--- config.mk ---
export PLATFORM = sky130hd
export DESIGN_NAME = sorted_threshold_table_flat
export DESIGN_NICKNAME = d
export VERILOG_FILES = /design/src/rtl/stt_pkg.sv /design/src/rtl/stt_stream_if.sv /design/src/rtl/stt_ram.sv /design/src/rtl/stt_cmp.sv /design/src/rtl/sorted_threshold_table.sv /design/src/flat_wrapper.sv
export VERILOG_INCLUDE_DIRS = /design/src /design/src/rtl
export SDC_FILE = /design/constraint.sdc
export NUM_CORES = 1
export LEC_CHECK = 0
export BUFFER_PORTS_ARGS = -buffer_cell sky130_fd_sc_hd__buf_2
export CORE_ASPECT_RATIO = 0.8
export CORE_UTILIZATION = 45
export CTS_CLUSTER_SIZE = 25
export DETAILED_ROUTE_END_ITERATION = 10
export PLACE_DENSITY = 0.68
export SLEW_MARGIN = 15
export SYNTH_ARGS = -nofsm -noshare
export SYNTH_HDL_FRONTEND = slang
export SYNTH_SLANG_ARGS = --single-unit
--- constraint.sdc ---
create_clock -name clk_i -period 9.1 [get_ports clk_i]
set_clock_uncertainty 0.2 [all_clocks]
set_input_delay 0.91 -clock clk_i [delete_from_list [all_inputs] [get_ports clk_i]]
set_output_delay 0.91 -clock clk_i [all_outputs]
set_load 0.03 [all_outputs]
--- src/rtl/sorted_threshold_table_macros.svh ---
// ----------------------------------------------------------------------------
// Sorted threshold table assertion macros
// Shared wrappers for the concurrent checks of the table.
// ----------------------------------------------------------------------------
`ifndef SORTED_THRESHOLD_TABLE_MACROS_SVH
`define SORTED_THRESHOLD_TABLE_MACROS_SVH

// Check a property on every clock edge outside reset.
`define STT_ASSERT(label, prop, msg) \
  label: assert property (@(posedge clk_i) disable iff (!rst_ni) (prop)) \
    else $error(msg);

// Check a property on every clock edge, reset included.
`define STT_ASSERT_ALWAYS(label, prop, msg) \
  label: assert property (@(posedge clk_i) (prop)) else $error(msg);

`endif

--- src/rtl/stt_pkg.sv ---
// ----------------------------------------------------------------------------
// Sorted threshold table package
// Sizes, command codes and shared types of the table.
// ----------------------------------------------------------------------------
package stt_pkg;

  localparam int DEPTH    = 16;
  localparam int KEY_BITS = 16;

  localparam int CMD_W   = 1;
  localparam int KEY_IN_W = 16;
  localparam int TAG_W   = 16;
  localparam int INDEX_W = 8;
  localparam int COUNT_W = 9;

  localparam int KEY_W   = (KEY_BITS < KEY_IN_W) ? KEY_BITS : KEY_IN_W;
  localparam int IDX_W   = (DEPTH > 1) ? $clog2(DEPTH) : 1;
  localparam int CNT_W   = $clog2(DEPTH + 1);
  localparam int ENTRY_W = KEY_W + TAG_W;

  localparam logic [CMD_W-1:0] CMD_INSERT = 1'b0;
  localparam logic [CMD_W-1:0] CMD_LOOKUP = 1'b1;

  // Outcome of one key compare: query below entry, query at or below entry.
  typedef struct packed {
    logic lt;
    logic le;
  } stt_cmp_t;

endpackage

--- src/rtl/stt_stream_if.sv ---
// ----------------------------------------------------------------------------
// Sorted threshold table channels
// Valid/ready channels for commands into and results out of the table.
// ----------------------------------------------------------------------------
interface stt_cmd_if import stt_pkg::*; ();
  logic                valid;
  logic                ready;
  logic [CMD_W-1:0]    command;
  logic [KEY_IN_W-1:0] key;
  logic [TAG_W-1:0]    tag;

  modport source (output valid, command, key, tag, input ready);
  modport sink   (input valid, command, key, tag, output ready);
endinterface

interface stt_res_if import stt_pkg::*; ();
  logic               valid;
  logic               ready;
  logic [INDEX_W-1:0] index;
  logic               found;
  logic [TAG_W-1:0]   entry_tag;
  logic [COUNT_W-1:0] entry_count;
  logic               dropped;

  modport source (output valid, index, found, entry_tag, entry_count, dropped,
                  input ready);
  modport sink   (input valid, index, found, entry_tag, entry_count, dropped,
                  output ready);
endinterface

--- src/rtl/stt_ram.sv ---
// ----------------------------------------------------------------------------
// Generic RAM
// One write port, one read port with registered read data.
// ----------------------------------------------------------------------------
module stt_ram #(
  parameter int WIDTH = 32,
  parameter int DEPTH = 16
) (
  input  logic                                   clk_i,
  input  logic                                   we_i,
  input  logic [((DEPTH > 1) ? $clog2(DEPTH) : 1)-1:0] waddr_i,
  input  logic [WIDTH-1:0]                       wdata_i,
  input  logic                                   re_i,
  input  logic [((DEPTH > 1) ? $clog2(DEPTH) : 1)-1:0] raddr_i,
  output logic [WIDTH-1:0]                       rdata_o
);

  logic [WIDTH-1:0] mem_q [DEPTH];
  logic [WIDTH-1:0] rdata_q;

  always_ff @(posedge clk_i) begin
    if (we_i) begin
      mem_q[waddr_i] <= wdata_i;
    end
    if (re_i) begin
      rdata_q <= mem_q[raddr_i];
    end
  end

  assign rdata_o = rdata_q;

endmodule

--- src/rtl/stt_cmp.sv ---
// ----------------------------------------------------------------------------
// Sorted threshold table key comparator
// Shared compare of the working key against one stored key.
// ----------------------------------------------------------------------------
module stt_cmp import stt_pkg::*; (
  input  logic [KEY_W-1:0] query_i,
  input  logic [KEY_W-1:0] entry_i,
  output stt_cmp_t         cmp_o
);

  // One subtract serves both outcomes: borrow means query below entry.
  logic [KEY_W:0] diff;

  assign diff      = {1'b0, query_i} - {1'b0, entry_i};
  assign cmp_o.lt  = diff[KEY_W];
  assign cmp_o.le  = diff[KEY_W] | (diff[KEY_W-1:0] == '0);

endmodule

--- src/rtl/sorted_threshold_table.sv ---
// ----------------------------------------------------------------------------
// Sorted threshold table
// Table of key/tag entries kept in ascending key order, with insert and
// lower-bound lookup, walked one entry per cycle through a single RAM.
// ----------------------------------------------------------------------------
// The table holds up to DEPTH entries in one RAM, sorted by key, equal keys
// in arrival order. Each command is one transfer in and one result transfer
// out. The block takes one command at a time and walks the RAM one entry per
// cycle through its read port and a single key comparator: an insert walks
// down from the last entry past each stored entry with a larger key (it
// moves each of them up by one slot), a lookup walks up from the first
// entry to the position it selects. A lookup of an empty table, or an
// insert into a full one, goes to its result without reading the RAM.
// The result sits in an output register; the next command is taken
// once the previous result has been loaded into it, so a result that is not
// taken stalls the command side for as long as it waits.
`include "sorted_threshold_table_macros.svh"

module sorted_threshold_table import stt_pkg::*; (
  input  logic      clk_i,
  input  logic      rst_ni,
  stt_cmd_if.sink   in_i,
  stt_res_if.source out_o
);

  typedef enum logic [2:0] {
    S_IDLE,
    S_INS_CMP,
    S_INS_PLACE,
    S_LK_CMP,
    S_DONE
  } state_e;

  state_e             state_q;
  logic [CNT_W-1:0]   fill_q;
  logic [IDX_W-1:0]   pos_q;
  logic [KEY_W-1:0]   key_q;
  logic [TAG_W-1:0]   tag_q;

  // Pending result, then the output register.
  logic [INDEX_W-1:0] res_index_q;
  logic               res_found_q;
  logic [TAG_W-1:0]   res_tag_q;
  logic [COUNT_W-1:0] res_count_q;
  logic               res_dropped_q;

  logic               out_valid_q;
  logic [INDEX_W-1:0] out_index_q;
  logic               out_found_q;
  logic [TAG_W-1:0]   out_tag_q;
  logic [COUNT_W-1:0] out_count_q;
  logic               out_dropped_q;

  // RAM port controls.
  logic               rd_en;
  logic [IDX_W-1:0]   rd_addr;
  logic               wr_en;
  logic [IDX_W-1:0]   wr_addr;
  logic [ENTRY_W-1:0] wr_data;
  logic [ENTRY_W-1:0] rd_data;

  logic [KEY_W-1:0]   rd_key;
  logic [TAG_W-1:0]   rd_tag;
  stt_cmp_t           cmp;

  logic               in_xfer;
  logic               table_full;
  logic               table_empty;
  logic               lk_last;
  logic               out_free;
  logic [KEY_W-1:0]   in_key;

  assign in_i.ready  = (state_q == S_IDLE);
  assign in_xfer     = in_i.valid & in_i.ready;
  assign in_key      = in_i.key[KEY_W-1:0];
  assign table_full  = (fill_q == CNT_W'(DEPTH));
  assign table_empty = (fill_q == '0);
  assign lk_last     = (CNT_W'(pos_q) == fill_q - 1'b1);
  assign out_free    = ~out_valid_q | out_o.ready;

  assign rd_key = rd_data[ENTRY_W-1:TAG_W];
  assign rd_tag = rd_data[TAG_W-1:0];

  stt_ram #(
    .WIDTH (ENTRY_W),
    .DEPTH (DEPTH)
  ) u_ram (
    .clk_i   (clk_i),
    .we_i    (wr_en),
    .waddr_i (wr_addr),
    .wdata_i (wr_data),
    .re_i    (rd_en),
    .raddr_i (rd_addr),
    .rdata_o (rd_data)
  );

  stt_cmp u_cmp (
    .query_i (key_q),
    .entry_i (rd_key),
    .cmp_o   (cmp)
  );

  // RAM access for the current step of the walk.
  always_comb begin
    rd_en   = 1'b0;
    rd_addr = '0;
    wr_en   = 1'b0;
    wr_addr = pos_q;
    wr_data = {key_q, tag_q};
    case (state_q)
      S_IDLE: begin
        // Fetch the last entry for an insert, the first one for a lookup.
        if (in_xfer && !table_empty) begin
          if (in_i.command == CMD_INSERT) begin
            rd_en   = !table_full;
            rd_addr = IDX_W'(fill_q - 1'b1);
          end else begin
            rd_en   = 1'b1;
            rd_addr = '0;
          end
        end
      end
      S_INS_CMP: begin
        if (cmp.lt) begin
          // Move the larger entry up one slot, fetch the next one down.
          wr_en   = 1'b1;
          wr_data = rd_data;
          rd_en   = (pos_q != IDX_W'(1));
          rd_addr = pos_q - IDX_W'(2);
        end else begin
          wr_en = 1'b1;
        end
      end
      S_INS_PLACE: begin
        wr_en = 1'b1;
      end
      S_LK_CMP: begin
        if (!cmp.le && !lk_last) begin
          rd_en   = 1'b1;
          rd_addr = pos_q + 1'b1;
        end
      end
      default: begin
      end
    endcase
  end

  always_ff @(posedge clk_i or negedge rst_ni) begin
    if (!rst_ni) begin
      state_q       <= S_IDLE;
      fill_q        <= '0;
      pos_q         <= '0;
      out_valid_q   <= 1'b0;
    end else begin
      // Drop the taken result, unless a new one loads in this cycle.
      if (out_valid_q && out_o.ready && state_q != S_DONE) begin
        out_valid_q <= 1'b0;
      end
      case (state_q)
        S_IDLE: begin
          if (in_xfer) begin
            key_q <= in_key;
            tag_q <= in_i.tag;
            if (in_i.command == CMD_INSERT) begin
              if (table_full) begin
                // Drop the insert and flag it.
                res_index_q   <= '0;
                res_found_q   <= 1'b0;
                res_tag_q     <= '0;
                res_count_q   <= COUNT_W'(fill_q);
                res_dropped_q <= 1'b1;
                state_q       <= S_DONE;
              end else if (table_empty) begin
                pos_q   <= '0;
                state_q <= S_INS_PLACE;
              end else begin
                pos_q   <= IDX_W'(fill_q);
                state_q <= S_INS_CMP;
              end
            end else begin
              if (table_empty) begin
                res_index_q   <= '0;
                res_found_q   <= 1'b0;
                res_tag_q     <= '0;
                res_count_q   <= '0;
                res_dropped_q <= 1'b0;
                state_q       <= S_DONE;
              end else begin
                pos_q   <= '0;
                state_q <= S_LK_CMP;
              end
            end
          end
        end
        S_INS_CMP: begin
          if (cmp.lt) begin
            pos_q <= pos_q - 1'b1;
            if (pos_q == IDX_W'(1)) begin
              state_q <= S_INS_PLACE;
            end
          end else begin
            fill_q        <= fill_q + 1'b1;
            res_index_q   <= INDEX_W'(pos_q);
            res_found_q   <= 1'b1;
            res_tag_q     <= tag_q;
            res_count_q   <= COUNT_W'(fill_q + 1'b1);
            res_dropped_q <= 1'b0;
            state_q       <= S_DONE;
          end
        end
        S_INS_PLACE: begin
          fill_q        <= fill_q + 1'b1;
          res_index_q   <= INDEX_W'(pos_q);
          res_found_q   <= 1'b1;
          res_tag_q     <= tag_q;
          res_count_q   <= COUNT_W'(fill_q + 1'b1);
          res_dropped_q <= 1'b0;
          state_q       <= S_DONE;
        end
        S_LK_CMP: begin
          // Stop at the first key at least the query, or at the last entry.
          if (cmp.le || lk_last) begin
            res_index_q   <= INDEX_W'(pos_q);
            res_found_q   <= 1'b1;
            res_tag_q     <= rd_tag;
            res_count_q   <= COUNT_W'(fill_q);
            res_dropped_q <= 1'b0;
            state_q       <= S_DONE;
          end else begin
            pos_q <= pos_q + 1'b1;
          end
        end
        S_DONE: begin
          // Hold until the output register is free, then load it.
          if (out_free) begin
            out_valid_q   <= 1'b1;
            out_index_q   <= res_index_q;
            out_found_q   <= res_found_q;
            out_tag_q     <= res_tag_q;
            out_count_q   <= res_count_q;
            out_dropped_q <= res_dropped_q;
            state_q       <= S_IDLE;
          end
        end
        default: begin
          state_q <= S_IDLE;
        end
      endcase
    end
  end

  assign out_o.valid       = out_valid_q;
  assign out_o.index       = out_index_q;
  assign out_o.found       = out_found_q;
  assign out_o.entry_tag   = out_tag_q;
  assign out_o.entry_count = out_count_q;
  assign out_o.dropped     = out_dropped_q;

  `STT_ASSERT_ALWAYS(a_fill_bound, fill_q <= CNT_W'(DEPTH), "fill count beyond table depth")
  `STT_ASSERT(a_found_in_range, out_o.valid && out_o.found |-> INDEX_W'(out_o.index) < INDEX_W'(out_o.entry_count) || out_o.entry_count > COUNT_W'(out_o.index), "result index outside the table")
  `STT_ASSERT(a_drop_only_full, out_o.valid && out_o.dropped |-> !out_o.found && out_o.entry_count == COUNT_W'(DEPTH), "drop flagged on a table that is not full")
  `STT_ASSERT(a_place_grows, state_q == S_INS_PLACE |=> fill_q == $past(fill_q) + 1'b1, "insert did not grow the table")

endmodule

--- src/flat_wrapper.sv ---
// flat-port wrapper written by rule: the top's interface ports become plain ports
module sorted_threshold_table_flat import stt_pkg::*;
  (clk_i, rst_ni, in_i_valid, in_i_command, in_i_key, in_i_tag, in_i_ready, out_o_valid, out_o_index, out_o_found, out_o_entry_tag, out_o_entry_count, out_o_dropped, out_o_ready);
  stt_cmd_if in_i_i ();
  stt_res_if out_o_i ();
  input  logic clk_i;
  input  logic rst_ni;
  input wire logic [$bits(in_i_i.valid)-1:0] in_i_valid;
  input wire logic [$bits(in_i_i.command)-1:0] in_i_command;
  input wire logic [$bits(in_i_i.key)-1:0] in_i_key;
  input wire logic [$bits(in_i_i.tag)-1:0] in_i_tag;
  output wire logic [$bits(in_i_i.ready)-1:0] in_i_ready;
  output wire logic [$bits(out_o_i.valid)-1:0] out_o_valid;
  output wire logic [$bits(out_o_i.index)-1:0] out_o_index;
  output wire logic [$bits(out_o_i.found)-1:0] out_o_found;
  output wire logic [$bits(out_o_i.entry_tag)-1:0] out_o_entry_tag;
  output wire logic [$bits(out_o_i.entry_count)-1:0] out_o_entry_count;
  output wire logic [$bits(out_o_i.dropped)-1:0] out_o_dropped;
  input wire logic [$bits(out_o_i.ready)-1:0] out_o_ready;
  assign in_i_i.valid = in_i_valid;
  assign in_i_i.command = in_i_command;
  assign in_i_i.key = in_i_key;
  assign in_i_i.tag = in_i_tag;
  assign in_i_ready = in_i_i.ready;
  assign out_o_valid = out_o_i.valid;
  assign out_o_index = out_o_i.index;
  assign out_o_found = out_o_i.found;
  assign out_o_entry_tag = out_o_i.entry_tag;
  assign out_o_entry_count = out_o_i.entry_count;
  assign out_o_dropped = out_o_i.dropped;
  assign out_o_i.ready = out_o_ready;
  sorted_threshold_table u_core (.clk_i(clk_i), .rst_ni(rst_ni), .in_i(in_i_i), .out_o(out_o_i));
endmodule
==> results of run 1 <==
[routing by layer]
layer / up-vias / routed length [µm] / GRT usage
met5: - / 0 / 0
met4: 0 / 1640 / 0.0678
met3: 112 / 4610 / 0.0398
met2: 620 / 29500 / 0.328
met1: 7857 / 28900 / 0.310
li1: 6910 / - / -
[logic make-up (layout without fill, tap and decap cells)]
logic type	Yosys count	after routing	synth area share
adder cells (fa/ha/maj)	27	27	0.0129
XOR/XNOR	18	18	0.00590
buffers and inverters	198	323	0.0323
AO/OA/AOI/OAI	327	327	0.0872
flip-flops	645	645	0.723
AND/OR/NAND/NOR	309	309	0.0572
other	1	8	0.000140
multiplexers	200	200	0.0815
[worst paths after layout]
path	cells after the start	endpoint
worst max-delay path	14	u_core.u_ram.rdata_o[23]
worst min-delay path	1	u_core.state_q[1]
worst max register to register	14	u_core.u_ram.rdata_o[23]
worst min register to register	0	u_core.out_o.entry_tag[10]
max in group asynchronous	1	u_core.pos_q[1]
min in group clk_i	0	u_core.out_o.entry_tag[10]
[report_power, final]
group          switching, mW  total [mW]  internal (mW)
combinational           1.88        2.78          0.896
sequential             0.154        4.13           3.97
clock                   1.13        2.57           1.44
total                   3.17        9.48           6.31
[flip-flops by register name (all words and copies together), names as in the netlist]
name                      cells
u_core.u_ram.mem_q          512
u_core.u_ram.rdata_o         32
u_core.key_q                 16
u_core.out_o.entry_tag       16
u_core.res_tag_q             16
u_core.tag_q                 16
u_core.out_o.entry_count      6
u_core.res_count_q            6
u_core.fill_q                 5
u_core.out_o.index            4
u_core.pos_q                  4
u_core.res_index_q            4
u_core.state_q                3
u_core.out_o.dropped          1
u_core.out_o.found            1
u_core.out_o.valid            1
u_core.res_dropped_q          1
u_core.res_found_q            1
[stage by stage]
stage,hold slack [ns],total power [mW],util
2_1_floorplan,0.200,6.11,-
3_3_place_gp,0.201,6.88,0.479
3_5_place_dp,0.205,6.94,0.479
4_1_cts,0.00301,9.50,0.514
5_1_grt,0.0305,9.87,0.514
6_report,0.0151,9.48,0.514
[cell usage in the layout, fill, tap and decap left out, types with 7 or more instances in the layout]
cell       netlist  final
a21o_1          10     10
a21oi_1         54     53
a22o_1          48     48
and2_2           0     16
and3_1           8      7
buf_2           12     66
buf_4           20     49
clkbuf_1        68     11
clkbuf_16        0     66
clkinv_1         0     13
clkinv_2         0     11
conb_1           1      7
dfrtp_1         13     13
edfxtp_1       632    632
ha_1            26     26
inv_1           91     91
mux2_2         129    129
mux2i_1         70     70
nand2_1         99     99
nand2b_1        10     10
nand3_1         74     73
nor2_1          29     26
nor3_1          16     13
nor4_1          32     32
o21ai_0         39     37
o221ai_1        62     62
o22ai_1         66     66
xnor2_1         10     10
xor2_1           8      8
[layout make-up]
cell class / count / area share
well taps: 769 / 0.0320
diodes: 1 / 0.0000833
inverters: 91 / 0.0114
flip-flops and latches: 645 / 0.643
clock buffers: 77 / 0.0564
repair buffers: 116 / 0.0239
multi-input cells: 888 / 0.222
clock inverters: 39 / 0.0119
==> out/metrics.yaml, run 1 <==
status: "finished, violations left"
violations: "design-rule violations"
clkTransAtPathRegs_ns: 0.07
cts_tree: "done"
avgSynthCellArea_um2: 15.5
peakVddDrop_mv: 0.172
r2r_start: "u_core.u_ram.rdata_o[16]"
powerDensity_nw_per_um2: 315
h-tree-depth: 3
antenna_left: 0
final_nets: 1872
synth.distinct_cells: 67
critPathTopFamily: "compound AO/OA/AOI/OAI gates"
slew_viol_final: 0
placed_cell_area_um2: 28000
yosys.area.top_type: "edfxtp_1"
cts_setup_buffers: 0
firstDrtPassIters: 8
critical_path_class: "reg2reg"
regArea_um2: 19300
critical_path.max_stage_delay_ns: 0.83
post_drt_wl_per_cell_um: 24.6
cp.arrival_ns: 6.41
grt_overflow: 0
root_buffer: "clkbuf_16"
grt_first_pass_wirelength_mm: 95.0
r2r_slack_ns: 2.75
drt-initial-drc-count: 1543
layout-drive-gt1-share: 0.203
post-route-period-util: 0.698
ys_top_cells_by_area: "edfxtp_1 (71%), mux2_2 (5.4%), mux2i_1 (2.6%)"
grt_antenna_before_repair: 1
path_buf_inv: 2
synth_seq_cells: 645
hold_path.class: "in2async"
postCtsResizedCells: 0
final.setup.tns_ns: 0
rows: 79
nFillCells: 4702
dp_slack_ns: 2.88
wirelength_mm: 64.7
core_um2: 58400
fin_cells: 2626
cts_buffers: 66
synthTopCellsByCount: "edfxtp_1 (632), mux2_2 (129), nand2_1 (99)"
synth_warnings: 0
crit_start: "u_core.u_ram.rdata_o[16]"
final_area_um2: 30000
cp-end-kind: "flop"
dieArea_um2: 60300
worst_pin_slew_ns: 1.21
slew_headroom: 0.191
yosys.area.top_type_share: 0.711
syn_inst: 1725
critPathMaxFanout: 124
dieHeight_um: 220
startpoint_type: "flop"
finalHoldViolCount: 0
crit_chain: "ha_1 -> fa_1 -> nand2b_1 -> a21oi_1 -> o21a_1 -> o2111ai_1 -> nand4_1 -> buf_4 -> nand2_1 -> a21oi_4 -> buf_12 -> mux2i_1 -> a22o_1 -> nor4_1"
synth_edf_count: 632
rsz0062_at_grt: "no"
min_period_ns: 6.35
initial_core_util: 0.457
vias: 15500
slowest_stage: "nor4_1"
grt_max_degree: 125
ys_seq_area_frac: 0.723
ys_async_sr_fraction: 0.0202
hold_buffers: 0
grt_pass1_vias: 15000
num_io_pins: 74
setup_viol: 0
cts.sinks: 645
clock_latency_ns: 0.61
place.port_buffers: 66
multi_input_area_um2: 6660
fmaxAchievable_ghz: 0.157
cap_violations: 0
clockBufferDepth: 3
gp_congestion: 0.872
grtUsageTotal: 0.214
die-width_um: 274
routed_via_density: 5.90
syn_to_final_growth_pct: 12.5
drcViolationCount: 10
cp_data_required_time_ns: 9.16
leakagePower_nw: 10.8
synth_area_um2: 26700
yosysMostFrequentCell: "edfxtp_1"
setup_ws_ns: 2.75
dp_hpwl_mm: 35.5
post-place-cells: 2509
synth_ff_type: "edfxtp_1"
(Power assumes the default switching activity.)
==> run 2: changes to the inputs <==
--- a/config.mk
+++ b/config.mk
@@ -11,7 +11,7 @@
 export CORE_UTILIZATION = 45
 export CTS_CLUSTER_SIZE = 25
 export DETAILED_ROUTE_END_ITERATION = 10
-export PLACE_DENSITY = 0.68
+export PLACE_DENSITY = 0.7
 export SLEW_MARGIN = 15
 export SYNTH_ARGS = -nofsm -noshare
 export SYNTH_HDL_FRONTEND = slang
==> constraint.sdc (replaced) <==
create_clock -name clk_i -period 5.6 [get_ports clk_i]
set_clock_uncertainty 0.2 [all_clocks]
set_input_delay 0.56 -clock clk_i [delete_from_list [all_inputs] [get_ports clk_i]]
set_output_delay 0.56 -clock clk_i [all_outputs]
set_load 0.03 [all_outputs]
==> run 2 against run 1 <==
  * The run still ends with design-rule violations left
  * Worst setup slack got worse by 2.3 ns
  * Fmax rose by 23%
  * Non-clock buffer count rose by 50
  * Critical path depth fell by 1
  * Sequential share of layout area fell by 1.3 points
  * Via count rose by 2.7%
  * Clock power rose by 70%
  * Largest cell class unchanged
  * Sequential power rose by 63%
  * Routed wire length rose by 1.2%
  * Critical path type unchanged
  * Final cell count rose by 1.8%
  * Die area did not move
  * Register-to-register slack got worse by 2.3 ns
==> out/metrics.yaml, run 2 (same netlist as run 1, synthesis figures left out) <==
drcViolationCount: 7
r2r_slack_ns: 0.45
drt-initial-drc-count: 1913
final.setup.tns_ns: 0
vias: 15900
slew_viol_final: 0
post_drt_wl_per_cell_um: 24.5
h-tree-depth: 3
dp_slack_ns: 0.512
r2r_start: "u_core.u_ram.rdata_o[16]"
hold_buffers: 33
syn_to_final_growth_pct: 14.7
insertedDiodeCount: 0
r2r_end: "u_core.u_ram.rdata_o[4]"
clkTransAtPathRegs_ns: 0.06
post-route-period-util: 0.920
cts_buffers: 66
r2r_cells: 13
final_nets: 1922
fmaxAchievable_ghz: 0.194
clock_latency_ns: 0.60
dieArea_um2: 60300
finalPower_mw: 15.7
peakVddDrop_mv: 0.258
grt_max_degree: 96
num_io_pins: 74
slew_headroom: 0.246
initial_core_util: 0.457
rows: 79
core_um2: 58400
cp_data_required_time_ns: 5.73
layout-drive-gt1-share: 0.207
cts.sinks: 645
antenna_left: 0
setup_ws_ns: 0.447
dieHeight_um: 220
grt_antenna_before_repair: 0
routed_via_density: 5.95
startpoint_type: "flop"
postCtsResizedCells: 0
placed_cell_area_um2: 28200
leakagePower_nw: 11.1
clockBufferDepth: 3
largest_register_ffs: 512
wirelength_mm: 65.5
gp_congestion: 0.864
setup_viol: 0
critical_path_class: "reg2reg"
hold_path.class: "in2reg"
final_util: 0.525
cp.arrival_ns: 5.28
final_common_cell: "edfxtp_1"
root_buffer: "clkbuf_16"
critPathMaxFanout: 11
crit_start: "u_core.u_ram.rdata_o[16]"
grt_pass1_vias: 15500
cp-end-kind: "flop"
cap_violations: 0
min_period_ns: 5.15
status: "finished, violations left"
layout_common_cells: "edfxtp_1 (632), mux2_2 (129), nand2_1 (99)"
firstDrtPassIters: 9
cts_tree: "done"
grtUsageTotal: 0.217
place.port_buffers: 66
largest-register: "u_core.u_ram.mem_q"
grt_overflow: 0
worst_pin_slew_ns: 1.13
rsz0062_at_grt: "no"
powerDensity_nw_per_um2: 513
die-width_um: 274
final_area_um2: 30600
violations: "design-rule violations"
dp_hpwl_mm: 36.8
cts_setup_buffers: 0
crit_path_end: "u_core.u_ram.rdata_o[4]"
grt_first_pass_wirelength_mm: 96.9
finalHoldViolCount: 0
==> run 2: routing by layer <==
layer,vias up,wire [µm],GRT usage
met5,-,0,0
met1,8014,28600,0.317
li1,7000,-,-
met3,111,5980,0.0460
met2,786,29300,0.326
met4,0,1630,0.0633
==> run 2: layout make-up <==
cell class	instances	area, µm²
timing repair buffer	166	1240
clock inverter	37	419
clock buffer	77	1710
inverter	91	342
multi-input combinational	888	6660
fill	4582	27800
tap	769	962
sequential	645	19300
==> run 2: how the worst min path moves through the flow <==
| stage | from | end | slack (ns) | cells after the start |
|---|---|---|---|---|
| 6_report | out_o_ready | u_core.out_o.valid | 0.11 | 3 |
| 3_3_place_gp | u_core.res_dropped_q | u_core.out_o.dropped | 0.20 | 0 |
| 5_1_grt | out_o_ready | u_core.out_o.valid | 0.11 | 3 |
| 3_5_place_dp | u_core.res_dropped_q | u_core.out_o.dropped | 0.20 | 0 |
| 4_1_cts | out_o_ready | u_core.out_o.valid | 0.08 | 3 |
| 2_1_floorplan | rst_ni | u_core.fill_q[0] | 0.06 | 0 |
==> run 2: through the flow <==
step           std cells  hold WS, ns
3_3_place_gp        2526        0.201
3_5_place_dp        2526        0.205
5_1_grt             2673        0.109
2_1_floorplan       1731       0.0644
4_1_cts             2673       0.0837
6_report            2673        0.111
==> run 2: worst max-delay path, stage by stage (launching register included) <==
cell and delay, ns:
edfxtp_1 0.40, ha_1 0.26, fa_1 0.41, nand2b_1 0.21, a21oi_1 0.24, o21a_1 0.28, o2111ai_1 0.34, a32oi_1 0.47
and3_1 0.30, a21o_1 0.37, nand3_1 0.65, buf_4 0.45, o22ai_1 0.21, nor4_1 0.10
==> run 2: power breakdown <==
group / internal [mW] / switching, mW / total [mW]
clock: 2.57 / 1.80 / 4.37
sequential: 6.46 / 0.265 / 6.72
combinational: 1.54 / 3.07 / 4.61
total: 10.6 / 5.14 / 15.7
